[src/hdl/script_lexer_scanner_top_defines.svh]
// Assertion macros shared by the scanner modules.
// No dependencies; included by files that carry assertions.
`ifndef SCRIPT_LEXER_SCANNER_TOP_DEFINES_SVH
`define SCRIPT_LEXER_SCANNER_TOP_DEFINES_SVH

// Same-cycle implication, disabled during reset.
`define SLS_ASSERT_NOW(label, clk, rst, ante, cons) \
   label: assert property (@(posedge clk) disable iff (rst) (ante) |-> (cons)) \
      else $error("scanner assertion failed");

// Next-cycle implication, disabled during reset.
`define SLS_ASSERT_NEXT(label, clk, rst, ante, cons) \
   label: assert property (@(posedge clk) disable iff (rst) (ante) |=> (cons)) \
      else $error("scanner assertion failed");

`endif

[src/hdl/sls_pkg.sv]
// Shared types, token codes and keyword table for the lexical scanner.
// No dependencies.
`timescale 1ns / 1ps

package sls_pkg;

   // Token kinds
   localparam logic [5:0] K_LEFT_PAREN  = 6'd0;
   localparam logic [5:0] K_RIGHT_PAREN = 6'd1;
   localparam logic [5:0] K_LEFT_BRACE  = 6'd2;
   localparam logic [5:0] K_RIGHT_BRACE = 6'd3;
   localparam logic [5:0] K_COMMA       = 6'd4;
   localparam logic [5:0] K_DOT         = 6'd5;
   localparam logic [5:0] K_MINUS       = 6'd6;
   localparam logic [5:0] K_PLUS        = 6'd7;
   localparam logic [5:0] K_SEMICOLON = 6'd8;
   localparam logic [5:0] K_SLASH     = 6'd9;
   localparam logic [5:0] K_STAR      = 6'd10;
   localparam logic [5:0] K_BANG      = 6'd11;
   localparam logic [5:0] K_EQUAL     = 6'd13;
   localparam logic [5:0] K_GREATER   = 6'd15;
   localparam logic [5:0] K_LESS      = 6'd17;
   localparam logic [5:0] K_IDENT     = 6'd19;
   localparam logic [5:0] K_STRING    = 6'd20;
   localparam logic [5:0] K_NUMBER    = 6'd21;
   localparam logic [5:0] K_KEYWORD0  = 6'd22;
   localparam logic [5:0] K_END       = 6'd38;
   localparam logic [5:0] K_NONE      = 6'd0;

   // Error codes
   localparam logic [1:0] E_NONE   = 2'd0;
   localparam logic [1:0] E_CHAR   = 2'd1;
   localparam logic [1:0] E_STRING = 2'd2;
   localparam logic [1:0] E_NUMBER = 2'd3;

   // Character codes
   localparam logic [7:0] C_TAB    = 8'h09;
   localparam logic [7:0] C_LF     = 8'h0A;
   localparam logic [7:0] C_CR     = 8'h0D;
   localparam logic [7:0] C_SPACE  = 8'h20;
   localparam logic [7:0] C_BANG   = 8'h21;
   localparam logic [7:0] C_QUOTE  = 8'h22;
   localparam logic [7:0] C_STAR   = 8'h2A;
   localparam logic [7:0] C_SLASH  = 8'h2F;
   localparam logic [7:0] C_LESS   = 8'h3C;
   localparam logic [7:0] C_EQUAL  = 8'h3D;
   localparam logic [7:0] C_GREATER = 8'h3E;

   localparam logic [15:0] LINE_MAX = 16'hFFFF;

   // Scanner modes, one-hot
   typedef enum logic [9:0] {
      M_IDLE    = 10'b0000000001,
      M_BANG    = 10'b0000000010,
      M_EQUAL   = 10'b0000000100,
      M_LESS    = 10'b0000001000,
      M_GREATER = 10'b0000010000,
      M_SLASH   = 10'b0000100000,
      M_COMMENT = 10'b0001000000,
      M_STRING  = 10'b0010000000,
      M_NUMBER  = 10'b0100000000,
      M_IDENT   = 10'b1000000000
   } mode_type;

   typedef struct packed {
      logic [5:0]  token_kind;
      logic [1:0]  error_code;
      logic [15:0] start_offset;
      logic [15:0] lexeme_length;
      logic [15:0] line_number;
      logic        last_of_run;
   } result_type;

   // Up to two results from one item; valid1 implies valid0
   typedef struct packed {
      logic       valid0;
      logic       valid1;
      result_type item0;
      result_type item1;
   } push_type;

   // Keywords packed big-endian into the low bytes, with lengths
   localparam logic [63:0] KW_TEXT [16] = '{
      64'h616E64,       64'h636C617373,   64'h656C7365,     64'h66616C7365,
      64'h66756E63,     64'h666F72,       64'h6966,         64'h6E696C,
      64'h6F72,         64'h7072696E74,   64'h72657475726E, 64'h7375706572,
      64'h74686973,     64'h74727565,     64'h766172,       64'h7768696C65
   };
   localparam logic [15:0] KW_LEN [16] = '{
      16'd3, 16'd5, 16'd4, 16'd5, 16'd4, 16'd3, 16'd2, 16'd3,
      16'd2, 16'd5, 16'd6, 16'd5, 16'd4, 16'd4, 16'd3, 16'd5
   };

   function automatic logic [5:0] word_kind(input logic [63:0] prefix,
                                            input logic [15:0] len);
      logic [5:0] kind;
      kind = K_IDENT;
      for (int i = 0; i < 16; i++) begin
         if (len == KW_LEN[i] && prefix == KW_TEXT[i]) begin
            kind = K_KEYWORD0 + 6'(i);
         end
      end
      return kind;
   endfunction

   // Single-byte tokens ( ) { } , . - + ; map to kinds 0..8
   function automatic logic [6:0] single_kind(input logic [7:0] c);
      logic [6:0] r;
      case (c)
         8'h28:   r = {1'b1, K_LEFT_PAREN};
         8'h29:   r = {1'b1, K_RIGHT_PAREN};
         8'h7B:   r = {1'b1, K_LEFT_BRACE};
         8'h7D:   r = {1'b1, K_RIGHT_BRACE};
         8'h2C:   r = {1'b1, K_COMMA};
         8'h2E:   r = {1'b1, K_DOT};
         8'h2D:   r = {1'b1, K_MINUS};
         8'h2B:   r = {1'b1, K_PLUS};
         8'h3B:   r = {1'b1, K_SEMICOLON};
         default: r = {1'b0, K_NONE};
      endcase
      return r;
   endfunction

endpackage

[src/hdl/sls_scanner_core.sv]
// Scanner state and per-byte token logic; produces up to two results per item.
// Depends on sls_pkg and script_lexer_scanner_top_defines.svh.
`timescale 1ns / 1ps
`include "script_lexer_scanner_top_defines.svh"

module sls_scanner_core #(
   parameter int MAX_SOURCE    = 65536,
   parameter int KEYWORD_CHARS = 6
) (
   input  logic              clock,
   input  logic              reset,
   input  logic              accept,
   input  logic [7:0]        char_code,
   input  logic              end_of_source,
   output sls_pkg::push_type push
);

   localparam int POS_W  = $clog2(MAX_SOURCE) + 1;
   localparam int WORD_W = 8 * KEYWORD_CHARS;

   sls_pkg::mode_type mode_ff, mode_in;
   logic [POS_W-1:0]  pos_ff, pos_in;
   logic [15:0]       start_ff, start_in;
   logic [15:0]       line_ff, line_in;
   logic [WORD_W-1:0] word_ff, word_in;
   logic [15:0]       wlen_ff, wlen_in;
   logic              halted_ff, halted_in;

   sls_pkg::result_type a_item, b_item;
   logic                a_v, b_v;
   logic                consumed, bump;
   logic [15:0]         pos16, len_cur;
   logic [5:0]          base, wkind;
   logic [6:0]          single;
   logic                is_digit, is_alpha, is_space;

   assign pos16    = 16'(pos_ff);
   assign len_cur  = pos16 - start_ff;
   assign wkind    = sls_pkg::word_kind(64'(word_ff), wlen_ff);
   assign single   = sls_pkg::single_kind(char_code);
   assign is_digit = (char_code >= 8'h30) && (char_code <= 8'h39);
   assign is_alpha = ((char_code >= 8'h61) && (char_code <= 8'h7A)) ||
                     ((char_code >= 8'h41) && (char_code <= 8'h5A));
   assign is_space = (char_code == sls_pkg::C_SPACE) ||
                     ((char_code >= sls_pkg::C_TAB) && (char_code <= sls_pkg::C_CR));

   // Base kind of a pending one-or-two-byte operator
   always_comb begin
      unique case (mode_ff)
         sls_pkg::M_BANG:  base = sls_pkg::K_BANG;
         sls_pkg::M_EQUAL: base = sls_pkg::K_EQUAL;
         sls_pkg::M_LESS:  base = sls_pkg::K_LESS;
         default:          base = sls_pkg::K_GREATER;
      endcase
   end

   // Next state and results: slot a from the pending token, slot b from a new one
   always_comb begin
      mode_in   = mode_ff;
      pos_in    = pos_ff;
      start_in  = start_ff;
      line_in   = line_ff;
      word_in   = word_ff;
      wlen_in   = wlen_ff;
      halted_in = halted_ff;
      a_v       = 1'b0;
      b_v       = 1'b0;
      a_item    = '{sls_pkg::K_NONE, sls_pkg::E_NONE, start_ff, 16'd1, line_ff, 1'b0};
      b_item    = '{sls_pkg::K_NONE, sls_pkg::E_NONE, pos16, 16'd1, line_ff, 1'b0};
      consumed  = 1'b0;
      bump      = 1'b0;

      if (accept && !halted_ff) begin
         if (end_of_source) begin
            // flush the pending token, then the end token
            mode_in = sls_pkg::M_IDLE;
            unique case (mode_ff) inside
               sls_pkg::M_BANG, sls_pkg::M_EQUAL, sls_pkg::M_LESS,
               sls_pkg::M_GREATER: begin
                  a_v = 1'b1;
                  a_item.token_kind = base;
               end
               sls_pkg::M_SLASH: begin
                  a_v = 1'b1;
                  a_item.token_kind = sls_pkg::K_SLASH;
               end
               sls_pkg::M_STRING: begin
                  a_v = 1'b1;
                  a_item.error_code    = sls_pkg::E_STRING;
                  a_item.lexeme_length = len_cur;
               end
               sls_pkg::M_NUMBER: begin
                  a_v = 1'b1;
                  a_item.token_kind    = sls_pkg::K_NUMBER;
                  a_item.lexeme_length = len_cur;
               end
               sls_pkg::M_IDENT: begin
                  a_v = 1'b1;
                  a_item.token_kind    = wkind;
                  a_item.lexeme_length = len_cur;
               end
               default: ;
            endcase
            b_v = 1'b1;
            b_item.token_kind    = sls_pkg::K_END;
            b_item.lexeme_length = 16'd0;
         end else if (pos_ff < POS_W'(MAX_SOURCE)) begin
            pos_in = pos_ff + 1'b1;
            // continue the pending token
            unique case (mode_ff) inside
               sls_pkg::M_BANG, sls_pkg::M_EQUAL, sls_pkg::M_LESS,
               sls_pkg::M_GREATER: begin
                  mode_in = sls_pkg::M_IDLE;
                  a_v     = 1'b1;
                  if (char_code == sls_pkg::C_EQUAL) begin
                     a_item.token_kind    = base + 6'd1;
                     a_item.lexeme_length = 16'd2;
                     consumed             = 1'b1;
                  end else begin
                     a_item.token_kind = base;
                  end
               end
               sls_pkg::M_SLASH: begin
                  if (char_code == sls_pkg::C_SLASH) begin
                     mode_in  = sls_pkg::M_COMMENT;
                     consumed = 1'b1;
                  end else begin
                     mode_in = sls_pkg::M_IDLE;
                     a_v     = 1'b1;
                     a_item.token_kind = sls_pkg::K_SLASH;
                  end
               end
               sls_pkg::M_COMMENT: begin
                  if (char_code == sls_pkg::C_LF) begin
                     mode_in = sls_pkg::M_IDLE;
                  end else begin
                     consumed = 1'b1;
                  end
               end
               sls_pkg::M_STRING: begin
                  consumed = 1'b1;
                  if (char_code == sls_pkg::C_QUOTE) begin
                     mode_in = sls_pkg::M_IDLE;
                     a_v     = 1'b1;
                     a_item.token_kind    = sls_pkg::K_STRING;
                     a_item.lexeme_length = len_cur + 16'd1;
                  end else if (char_code == sls_pkg::C_LF) begin
                     bump = 1'b1;
                  end
               end
               sls_pkg::M_NUMBER: begin
                  if (is_digit) begin
                     consumed = 1'b1;
                  end else begin
                     mode_in = sls_pkg::M_IDLE;
                     a_v     = 1'b1;
                     a_item.lexeme_length = len_cur;
                     if (is_space) begin
                        a_item.token_kind = sls_pkg::K_NUMBER;
                     end else begin
                        a_item.error_code = sls_pkg::E_NUMBER;
                        halted_in = 1'b1;
                        consumed  = 1'b1;
                     end
                  end
               end
               sls_pkg::M_IDENT: begin
                  if (is_alpha) begin
                     consumed = 1'b1;
                     if (wlen_ff < 16'(KEYWORD_CHARS)) begin
                        word_in = {word_ff[WORD_W-9:0], char_code};
                     end
                     if (wlen_ff != sls_pkg::LINE_MAX) begin
                        wlen_in = wlen_ff + 16'd1;
                     end
                  end else begin
                     mode_in = sls_pkg::M_IDLE;
                     a_v     = 1'b1;
                     a_item.token_kind    = wkind;
                     a_item.lexeme_length = len_cur;
                  end
               end
               default: ;
            endcase

            // start a new token with an unconsumed byte
            if (!consumed) begin
               start_in = pos16;
               if (single[6]) begin
                  b_v = 1'b1;
                  b_item.token_kind = single[5:0];
               end else begin
                  case (char_code) inside
                     sls_pkg::C_STAR: begin
                        b_v = 1'b1;
                        b_item.token_kind = sls_pkg::K_STAR;
                     end
                     sls_pkg::C_BANG:    mode_in = sls_pkg::M_BANG;
                     sls_pkg::C_EQUAL:   mode_in = sls_pkg::M_EQUAL;
                     sls_pkg::C_LESS:    mode_in = sls_pkg::M_LESS;
                     sls_pkg::C_GREATER: mode_in = sls_pkg::M_GREATER;
                     sls_pkg::C_SLASH:   mode_in = sls_pkg::M_SLASH;
                     sls_pkg::C_SPACE, sls_pkg::C_CR, sls_pkg::C_TAB: ;
                     sls_pkg::C_LF:      bump    = 1'b1;
                     sls_pkg::C_QUOTE:   mode_in = sls_pkg::M_STRING;
                     default: begin
                        if (is_digit) begin
                           mode_in = sls_pkg::M_NUMBER;
                        end else if (is_alpha) begin
                           mode_in = sls_pkg::M_IDENT;
                           word_in = WORD_W'(char_code);
                           wlen_in = 16'd1;
                        end else begin
                           b_v = 1'b1;
                           b_item.error_code = sls_pkg::E_CHAR;
                        end
                     end
                  endcase
               end
            end

            if (bump && line_ff != sls_pkg::LINE_MAX) begin
               line_in = line_ff + 16'd1;
            end
         end
      end
   end

   // Pack results in order and flag the last one
   always_comb begin
      push = '0;
      if (a_v) begin
         push.valid0 = 1'b1;
         push.valid1 = b_v;
         push.item0  = a_item;
         push.item1  = b_item;
      end else begin
         push.valid0 = b_v;
         push.item0  = b_item;
      end
      push.item0.last_of_run = !push.valid1;
      push.item1.last_of_run = 1'b1;
   end

   // State registers
   always_ff @(posedge clock) begin
      if (reset) begin
         mode_ff   <= sls_pkg::M_IDLE;
         pos_ff    <= '0;
         start_ff  <= '0;
         line_ff   <= 16'd1;
         word_ff   <= '0;
         wlen_ff   <= '0;
         halted_ff <= 1'b0;
      end else begin
         mode_ff   <= mode_in;
         pos_ff    <= pos_in;
         start_ff  <= start_in;
         line_ff   <= line_in;
         word_ff   <= word_in;
         wlen_ff   <= wlen_in;
         halted_ff <= halted_in;
      end
   end

   `SLS_ASSERT_NEXT(a_halt_sticky, clock, reset, halted_ff, halted_ff)
   `SLS_ASSERT_NEXT(a_end_idle, clock, reset, accept && end_of_source && !halted_ff,
                    mode_ff == sls_pkg::M_IDLE)

endmodule

[src/hdl/sls_result_fifo.sv]
// Four-entry result queue taking up to two results per cycle, one out per cycle while out_stall is low.
// Depends on sls_pkg and script_lexer_scanner_top_defines.svh.
`timescale 1ns / 1ps
`include "script_lexer_scanner_top_defines.svh"

module sls_result_fifo (
   input  logic                clock,
   input  logic                reset,
   input  sls_pkg::push_type   push,
   output logic                room,
   output logic                out_valid,
   input  logic                out_stall,
   output sls_pkg::result_type out_item
);

   localparam int DEPTH = 4;

   sls_pkg::result_type mem [DEPTH];
   logic [1:0] wr_ff, wr_in, rd_ff, rd_in;
   logic [2:0] count_ff, count_in;
   logic       pop;
   logic [1:0] n_push;

   assign out_valid = (count_ff != 3'd0);
   assign out_item  = mem[rd_ff];
   assign pop       = out_valid && !out_stall;
   assign room      = (count_ff <= 3'(DEPTH - 2));
   assign n_push    = {1'b0, push.valid0} + {1'b0, push.valid1};

   // Pointer and fill count
   always_comb begin
      wr_in    = wr_ff + n_push;
      rd_in    = rd_ff + {1'b0, pop};
      count_in = count_ff + {1'b0, n_push} - {2'b00, pop};
   end

   // Storage
   always_ff @(posedge clock) begin
      if (push.valid0) begin
         mem[wr_ff] <= push.item0;
      end
      if (push.valid1) begin
         mem[wr_ff + 2'd1] <= push.item1;
      end
   end

   always_ff @(posedge clock) begin
      if (reset) begin
         wr_ff    <= '0;
         rd_ff    <= '0;
         count_ff <= '0;
      end else begin
         wr_ff    <= wr_in;
         rd_ff    <= rd_in;
         count_ff <= count_in;
      end
   end

   `SLS_ASSERT_NOW(a_no_overflow, clock, reset, 1'b1, count_ff <= 3'(DEPTH))
   `SLS_ASSERT_NOW(a_push_room, clock, reset, push.valid0, room)

endmodule

[src/hdl/script_lexer_scanner_top.sv]
// Channel   Ports                                   Direction
// req       req_valid/req_stall, char, end flag      in
// rsp       rsp_valid/rsp_stall, token fields        out
//
// One byte per cycle while req_stall is low: all token logic sits between the scanner state
// registers and a four-entry result queue. An item yields zero to two results.
// req_stall rises when the queue has fewer than two free entries.
// Reset is synchronous and clears scanner state and the queue.
// Top level of the lexical scanner; depends on sls_pkg, sls_scanner_core, sls_result_fifo.
`timescale 1ns / 1ps

module script_lexer_scanner_top #(
   parameter int MAX_SOURCE    = 65536,
   parameter int KEYWORD_CHARS = 6
) (
   input  logic        clock,
   input  logic        reset,
   input  logic        req_valid,
   output logic        req_stall,
   input  logic [7:0]  req_char_code,
   input  logic        req_end_of_source,
   output logic        rsp_valid,
   input  logic        rsp_stall,
   output logic [5:0]  rsp_token_kind,
   output logic [1:0]  rsp_error_code,
   output logic [15:0] rsp_start_offset,
   output logic [15:0] rsp_lexeme_length,
   output logic [15:0] rsp_line_number,
   output logic        rsp_last_of_run
);

   sls_pkg::push_type   push;
   sls_pkg::result_type head;
   logic                room;
   logic                accept;

   assign req_stall = !room;
   assign accept    = req_valid && room;

   sls_scanner_core #(
      .MAX_SOURCE    (MAX_SOURCE),
      .KEYWORD_CHARS (KEYWORD_CHARS)
   ) u_core (
      .clock         (clock),
      .reset         (reset),
      .accept        (accept),
      .char_code     (req_char_code),
      .end_of_source (req_end_of_source),
      .push          (push)
   );

   sls_result_fifo u_fifo (
      .clock     (clock),
      .reset     (reset),
      .push      (push),
      .room      (room),
      .out_valid (rsp_valid),
      .out_stall (rsp_stall),
      .out_item  (head)
   );

   assign rsp_token_kind    = head.token_kind;
   assign rsp_error_code    = head.error_code;
   assign rsp_start_offset  = head.start_offset;
   assign rsp_lexeme_length = head.lexeme_length;
   assign rsp_line_number   = head.line_number;
   assign rsp_last_of_run   = head.last_of_run;

endmodule

[config.mk]
export PLATFORM = sky130hd
export DESIGN_NAME = script_lexer_scanner_top
export DESIGN_NICKNAME = d
export VERILOG_FILES = /design/src/hdl/sls_pkg.sv /design/src/hdl/sls_scanner_core.sv /design/src/hdl/sls_result_fifo.sv /design/src/hdl/script_lexer_scanner_top.sv
export VERILOG_INCLUDE_DIRS = /design/src /design/src/hdl
export SDC_FILE = /design/constraint.sdc
export NUM_CORES = 1
export LEC_CHECK = 0
export BUFFER_PORTS_ARGS = -buffer_cell sky130_fd_sc_hd__buf_2
export CAP_MARGIN = 20
export CORE_ASPECT_RATIO = 1.25
export CORE_UTILIZATION = 50
export CTS_CLUSTER_SIZE = 16
export DETAILED_ROUTE_END_ITERATION = 12
export GPL_TIMING_DRIVEN = 0
export HOLD_SLACK_MARGIN = 0.15
export PLACE_DENSITY = 0.67
export SLEW_MARGIN = 0
export SYNTH_ARGS = -nofsm -noshare
export SYNTH_HDL_FRONTEND = slang
export SYNTH_SLANG_ARGS = --single-unit
[constraint.sdc]
create_clock -name clock -period 9.5 [get_ports clock]
set_input_delay 2.85 -clock clock [delete_from_list [all_inputs] [get_ports clock]]
set_output_delay 2.85 -clock clock [all_outputs]
set_load 0.03 [all_outputs]
; ---- Word level (Yosys, flattened, before mapping)
; Memory sizes are Yosys's and may differ from the RTL's. A register that Yosys moved wholly into a read port is not among the register bits.
; Cells that the tools add are included.
[totals]
romBits = 0
input_bits = 13
wordCells = 305
mem_bits_rw = 228
n_memories = 1
output_inout_bits = 59
reg_bits = 131
latch_bits = 0
[memory_table]
columns = memory, depth, word_bits, rd, rd_ports_with_merged_regs, wr, line_no
row1 = u_fifo.mem, 4, 57, 1, 1, 2, sls_result_fifo.sv:18  ; sls_pkg::result_type mem [DEPTH];
[classes]
n_reduce_logical = 41
mul = 0
n_bitwise = 4
add_sub_neg = 12
n_lt_le_gt_ge = 11
muxes = 174
div_mod_pow = 0
eq_ne = 52
shift = 0
[op_table]
columns = operator, count
row1 = $mux 48, 16
row2 = $mux 16, 24
row3 = $eq 48x39->1 const B, 5
row4 = $eq 48x23->1 const B, 4
row5 = $eq 48x31->1 const B, 4
row6 = $mux 10, 19
row7 = $eq 8x6->1 const B, 15
row8 = $mux 57, 2
row9 = $mux 6, 19
row10 = $eq 48x15->1 const B, 2
row11 = $pmux 16 s4, 1
row12 = $pmux 7 s9, 1
row13 = $pmux 10 s6, 1
row14 = $mux 1, 56
row15 = $mux 8, 7
row16 = $add 16x1->16 const B, 3
row17 = $eq 16x3->1 const B, 3
row18 = $eq 48x47->1 const B, 1
row19 = $mux 2, 17
row20 = $eq 16x2->1 const B, 2
row21 = $ne 16x16->1 const B, 2
row22 = $pmux 6 s5, 1
row23 = $eq 8x4->1 const B, 3
row24 = $logic_and 1x1->1, 24
row25 = other kinds (48), 62

; ---- Longest topological paths before layout
[depth]
word_depth = 24
mapped_depth = 20

; ---- Cells and area by module
; Synthesis repeated with hierarchy kept, for this count alone.
[unflattened]
cells_unflattened = 1836
hier_area_um2 = 20624.8
[by_module_without_submodules]
columns = mod, cells_each, instances, area_each_um2, seq_area_each_um2
row1 = sls_result_fifo, 593, 1, 11345.9, 6986.7
row2 = sls_scanner_core, 1241, 1, 9268.9, 2482.4
row3 = script_lexer_scanner_top, 2, 1, 10.0, 0.0

; ---- Worst setup path after synthesis
; OpenSTA, ideal clock, no wires.
[synth_path]
path_kind = input-to-reg
startpoint = input port req_char_code[1]
endpoint = memory u_fifo.mem[0][10] (netlist name), enable pin
arrival_ns = 6.957
n_path_buf = 4
setup_time_ns = 0.394
stages = 14
path_slack_ns = 2.149
cell_sequence = buf_2 or4_4 o221a_2 o22ai_1 a2111oi_4 nor3_4 inv_2 buf_2 buf_4 buf_4 ha_1 nor3_1 nor2_1 inv_1
[synth_lines]
columns = item, line_no
row1 = "start, declared", script_lexer_scanner_top.sv:20  ; input logic [7:0] req_char_code,
row2 = "end, declared", sls_result_fifo.sv:18

==> results.txt <==
primary flip-flop cell chosen by synthesis mapping - dfxtp_1
WL/cell - 22.5 um
period utilisation layout - 86.9%
startpoint types - primary input
final-report max-slew violation count - 0
Peak Freq - 121 MHz
antenna-violating nets left - 0
worst slack at placement - 0.828 ns
TritonCTS buffer count - 38
arrival time reported for the critical path endpoint - 8.65 ns
Period minus WS final - 8.25 ns
combined area of the multi-input logic cells - 9990 sq um
layout-stage area growth over the synthesis result - 11.9%
initial antenna violation count - 1
# rows - 80
DR vias/cell - 6.25
total chip power - 4.21 mW
total half-perimeter wirelength after legalization and detailed placement - 44,800 um
Final WS setup - 1.25 ns
global-route wire length before repair - 92,300 um
netlist area before placement - 19,500 sq um
number of nets in the layout - 2,200
Unique masters post-synth - 99
largest net degree at the start of global routing - 35
TritonCTS clock tree - yes
post-synthesis instance total - 2,041
delay contributed by the slowest stage of the critical path - 0.84 ns
max cap viols - 0
final routed DRC violation total - 0
CTS-repair resized insts - 0
count of hold-fix buffers inserted at cts - 0
filler-free cell count of the finished design - 2,675
Required @ worst endpoint - 9.90 ns
kind of critical path - in2reg
Util after Layout - 56.9%
Clock Root Buffer - clkbuf_16
total of flip-flops plus latches after synthesis - 359
cells traversed along the worst timing path - buf_2 > buf_2 > or4b_2 > nor3_1 > o2bb2ai_1 > a2111oi_4 > nor3_4 > inv_2 > buf_2 > buf_4 > buf_4 > ha_1 > and3b_1 > clkbuf_1 > nor2_1 > inv_2 > buf_12 > nor2_1 > a21oi_1
final setup fails - 0
unrepaired setup endpoints after global routing - no
Yosys warning count - 0
largest buffer count on any clock path - 3
number of H-tree levels - 2
final wirelength - 60,200 um
Top Ports - 72
standard cell with the maximum stage delay on the critical path - nor2_1
critical path endpoint category - flip-flop
fill cell total of the finished layout - 3,398
gr usage total - 30.3%
detailed router's first-iteration violation count - 1,405
effective utilization at floorplan - 50.9%
most used cell along the critical path - buf_2
Die Width - 179 um
number of cells after detailed placement - 2,607
chip height - 223 um
setup tns final - 0 ns
total of buffers placed on input and output ports - 68
number of global-route vias before repair - 16,400
GPL Wtd Cong - 0.983
average cell area after synthesis - 9.56 sq um
status - completed
post-CTS repair timing setup buffer count - 0
sinks on the clock net - 359
Clock transition at path regs - 0.06 ns
share of flip-flops with an asynchronous set or reset - 0%
worst-case headroom to the max-slew limit - 25.1%
global route overflow - 0
combined flip-flop and latch cell area - 8750 sq um
peak supply drop - 0.000140 V
portion of the post-synthesis area used by sequential elements - 44.9%
worst hold path class - reg2reg
largest fanout of any net on the critical path - 24
overall via count from detail_route - 16,700
first-pass iteration count of the detailed router - 6
placeable core region - 38,300 sq um
slew at the pin with the worst max-slew slack - 1.12 ns
Final Hold Vio Count - 0
number of enable flip-flop cells after synthesis - 156
fraction of final layout cells with drive strength greater than 1 - 12.6%
die area - 39,800 sq um
Clock Skew - 0.0190 ns
Clk Latency, worst-skew pair - 0.55 ns
Lkg Pwr - 7.43 nW
power per cell area - 193 nW/um^2
final worst hold slack - 0.447 ns
Syn Nets - 2,086
placed cell areas - 20,600 sq um
post-route design area - 21,800 sq um
## layout make-up
type | instances | share of cell area (%)
clock buffers | 55 | 5.09
repair buffers | 74 | 1.98
inverters | 48 | 0.826
diodes | 1 | 0.0115
multi-input cells | 1499 | 45.8
plain buffers | 135 | 2.70
clock inverters | 12 | 0.705
well taps | 492 | 2.82
flip-flops and latches | 359 | 40.1
## sequential cells by signal, indices dropped and copies added (netlist names), named ones only
name,count
u_fifo.mem,228
u_core.pos_ff,17
u_fifo.rd_ff,2
u_core.mode_ff,10
u_core.line_ff,16
u_fifo.count_ff,3
u_core.word_ff,40
u_core.wlen_ff,16
u_core.halted_ff,1
u_core.start_ff,16
u_fifo.wr_ff,2
## Yosys cell counts, types with 14 or more instances
library cell	instances	area [sq um]
a211oi_1	19	143
a21oi_1	67	335
a22o_1	21	184
a22oi_1	67	503
and2_1	79	494
and3_1	19	119
buf_1	14	52.6
buf_2	26	130
clkbuf_1	87	327
dfxtp_1	203	4060
edfxtp_1	156	4680
ha_1	30	375
inv_1	47	176
mux2i_1	19	190
mux4_2	57	1280
nand2_1	223	837
nand3_1	59	295
nand4_1	44	275
nor2_1	195	732
nor2b_1	25	156
nor3_1	42	210
nor3b_1	15	113
nor4_1	21	131
o21ai_0	159	796
o22ai_1	22	138
or3_1	24	150
xnor2_1	27	236
xor2_1	28	245
## routing by layer
metal	vias up	part of all wire, %	GRT usage (%)
met5	-	0.017	0
met4	2	4.2	13.0
met3	150	5.9	3.66
met2	590	50	53.1
met1	8163	40	37.0
li1	7814	-	-
## critical path, delay by kind of cell
family / cells / cell delay, ns
and+or+nand+nor: 6 / 2.48
AOI/OAI and AO/OA: 3 / 0.83
buffers and inverters: 9 / 2.18
adders and majority gates: 1 / 0.27
## power breakdown
part,switching [mW],internal (mW)
clock,0.630,0.875
sequential,0.0346,1.71
combinational,0.647,0.315
## logic make-up after synthesis
logic type,after synthesis,synth area share [%]
and+or+nand+nor,846,22.5
AOI/OAI and AO/OA,490,16.5
DFF,359,44.9
buffers and inverters,183,3.94
muxes,76,7.56
xor gates and xnor gates,55,2.47
adders and majority gates,32,2.13
## placed cells by master (no fill, tap or decap), types with 28 or more instances in the layout
cell type / instances
inv_1: 43
nor2_1: 195
clkbuf_16: 39
mux4_2: 57
and2_1: 79
ha_1: 30
dfxtp_1: 203
clkbuf_1: 95
a21oi_1: 67
a22oi_1: 67
nand3_1: 59
nor3_1: 42
edfxtp_1: 156
nand4_1: 44
buf_2: 95
o21ai_0: 159
nand2_1: 223
xor2_1: 28
## worst paths after layout
| kind | startpoint | endpoint | slack (ns) | cells after the start |
|---|---|---|---|---|
| worst max-delay path | req_char_code[5] | u_fifo.mem[3][0] | 1.25 | 19 |
| worst min-delay path | u_fifo.mem[3][25] | u_fifo.mem[3][25] | 0.45 | 2 |
| worst max register to register | u_core.mode_ff[4] | u_fifo.mem[3][0] | 3.96 | 18 |
| worst min register to register | u_fifo.mem[3][25] | u_fifo.mem[3][25] | 0.45 | 2 |
Power figures use the tool's default switching activity.
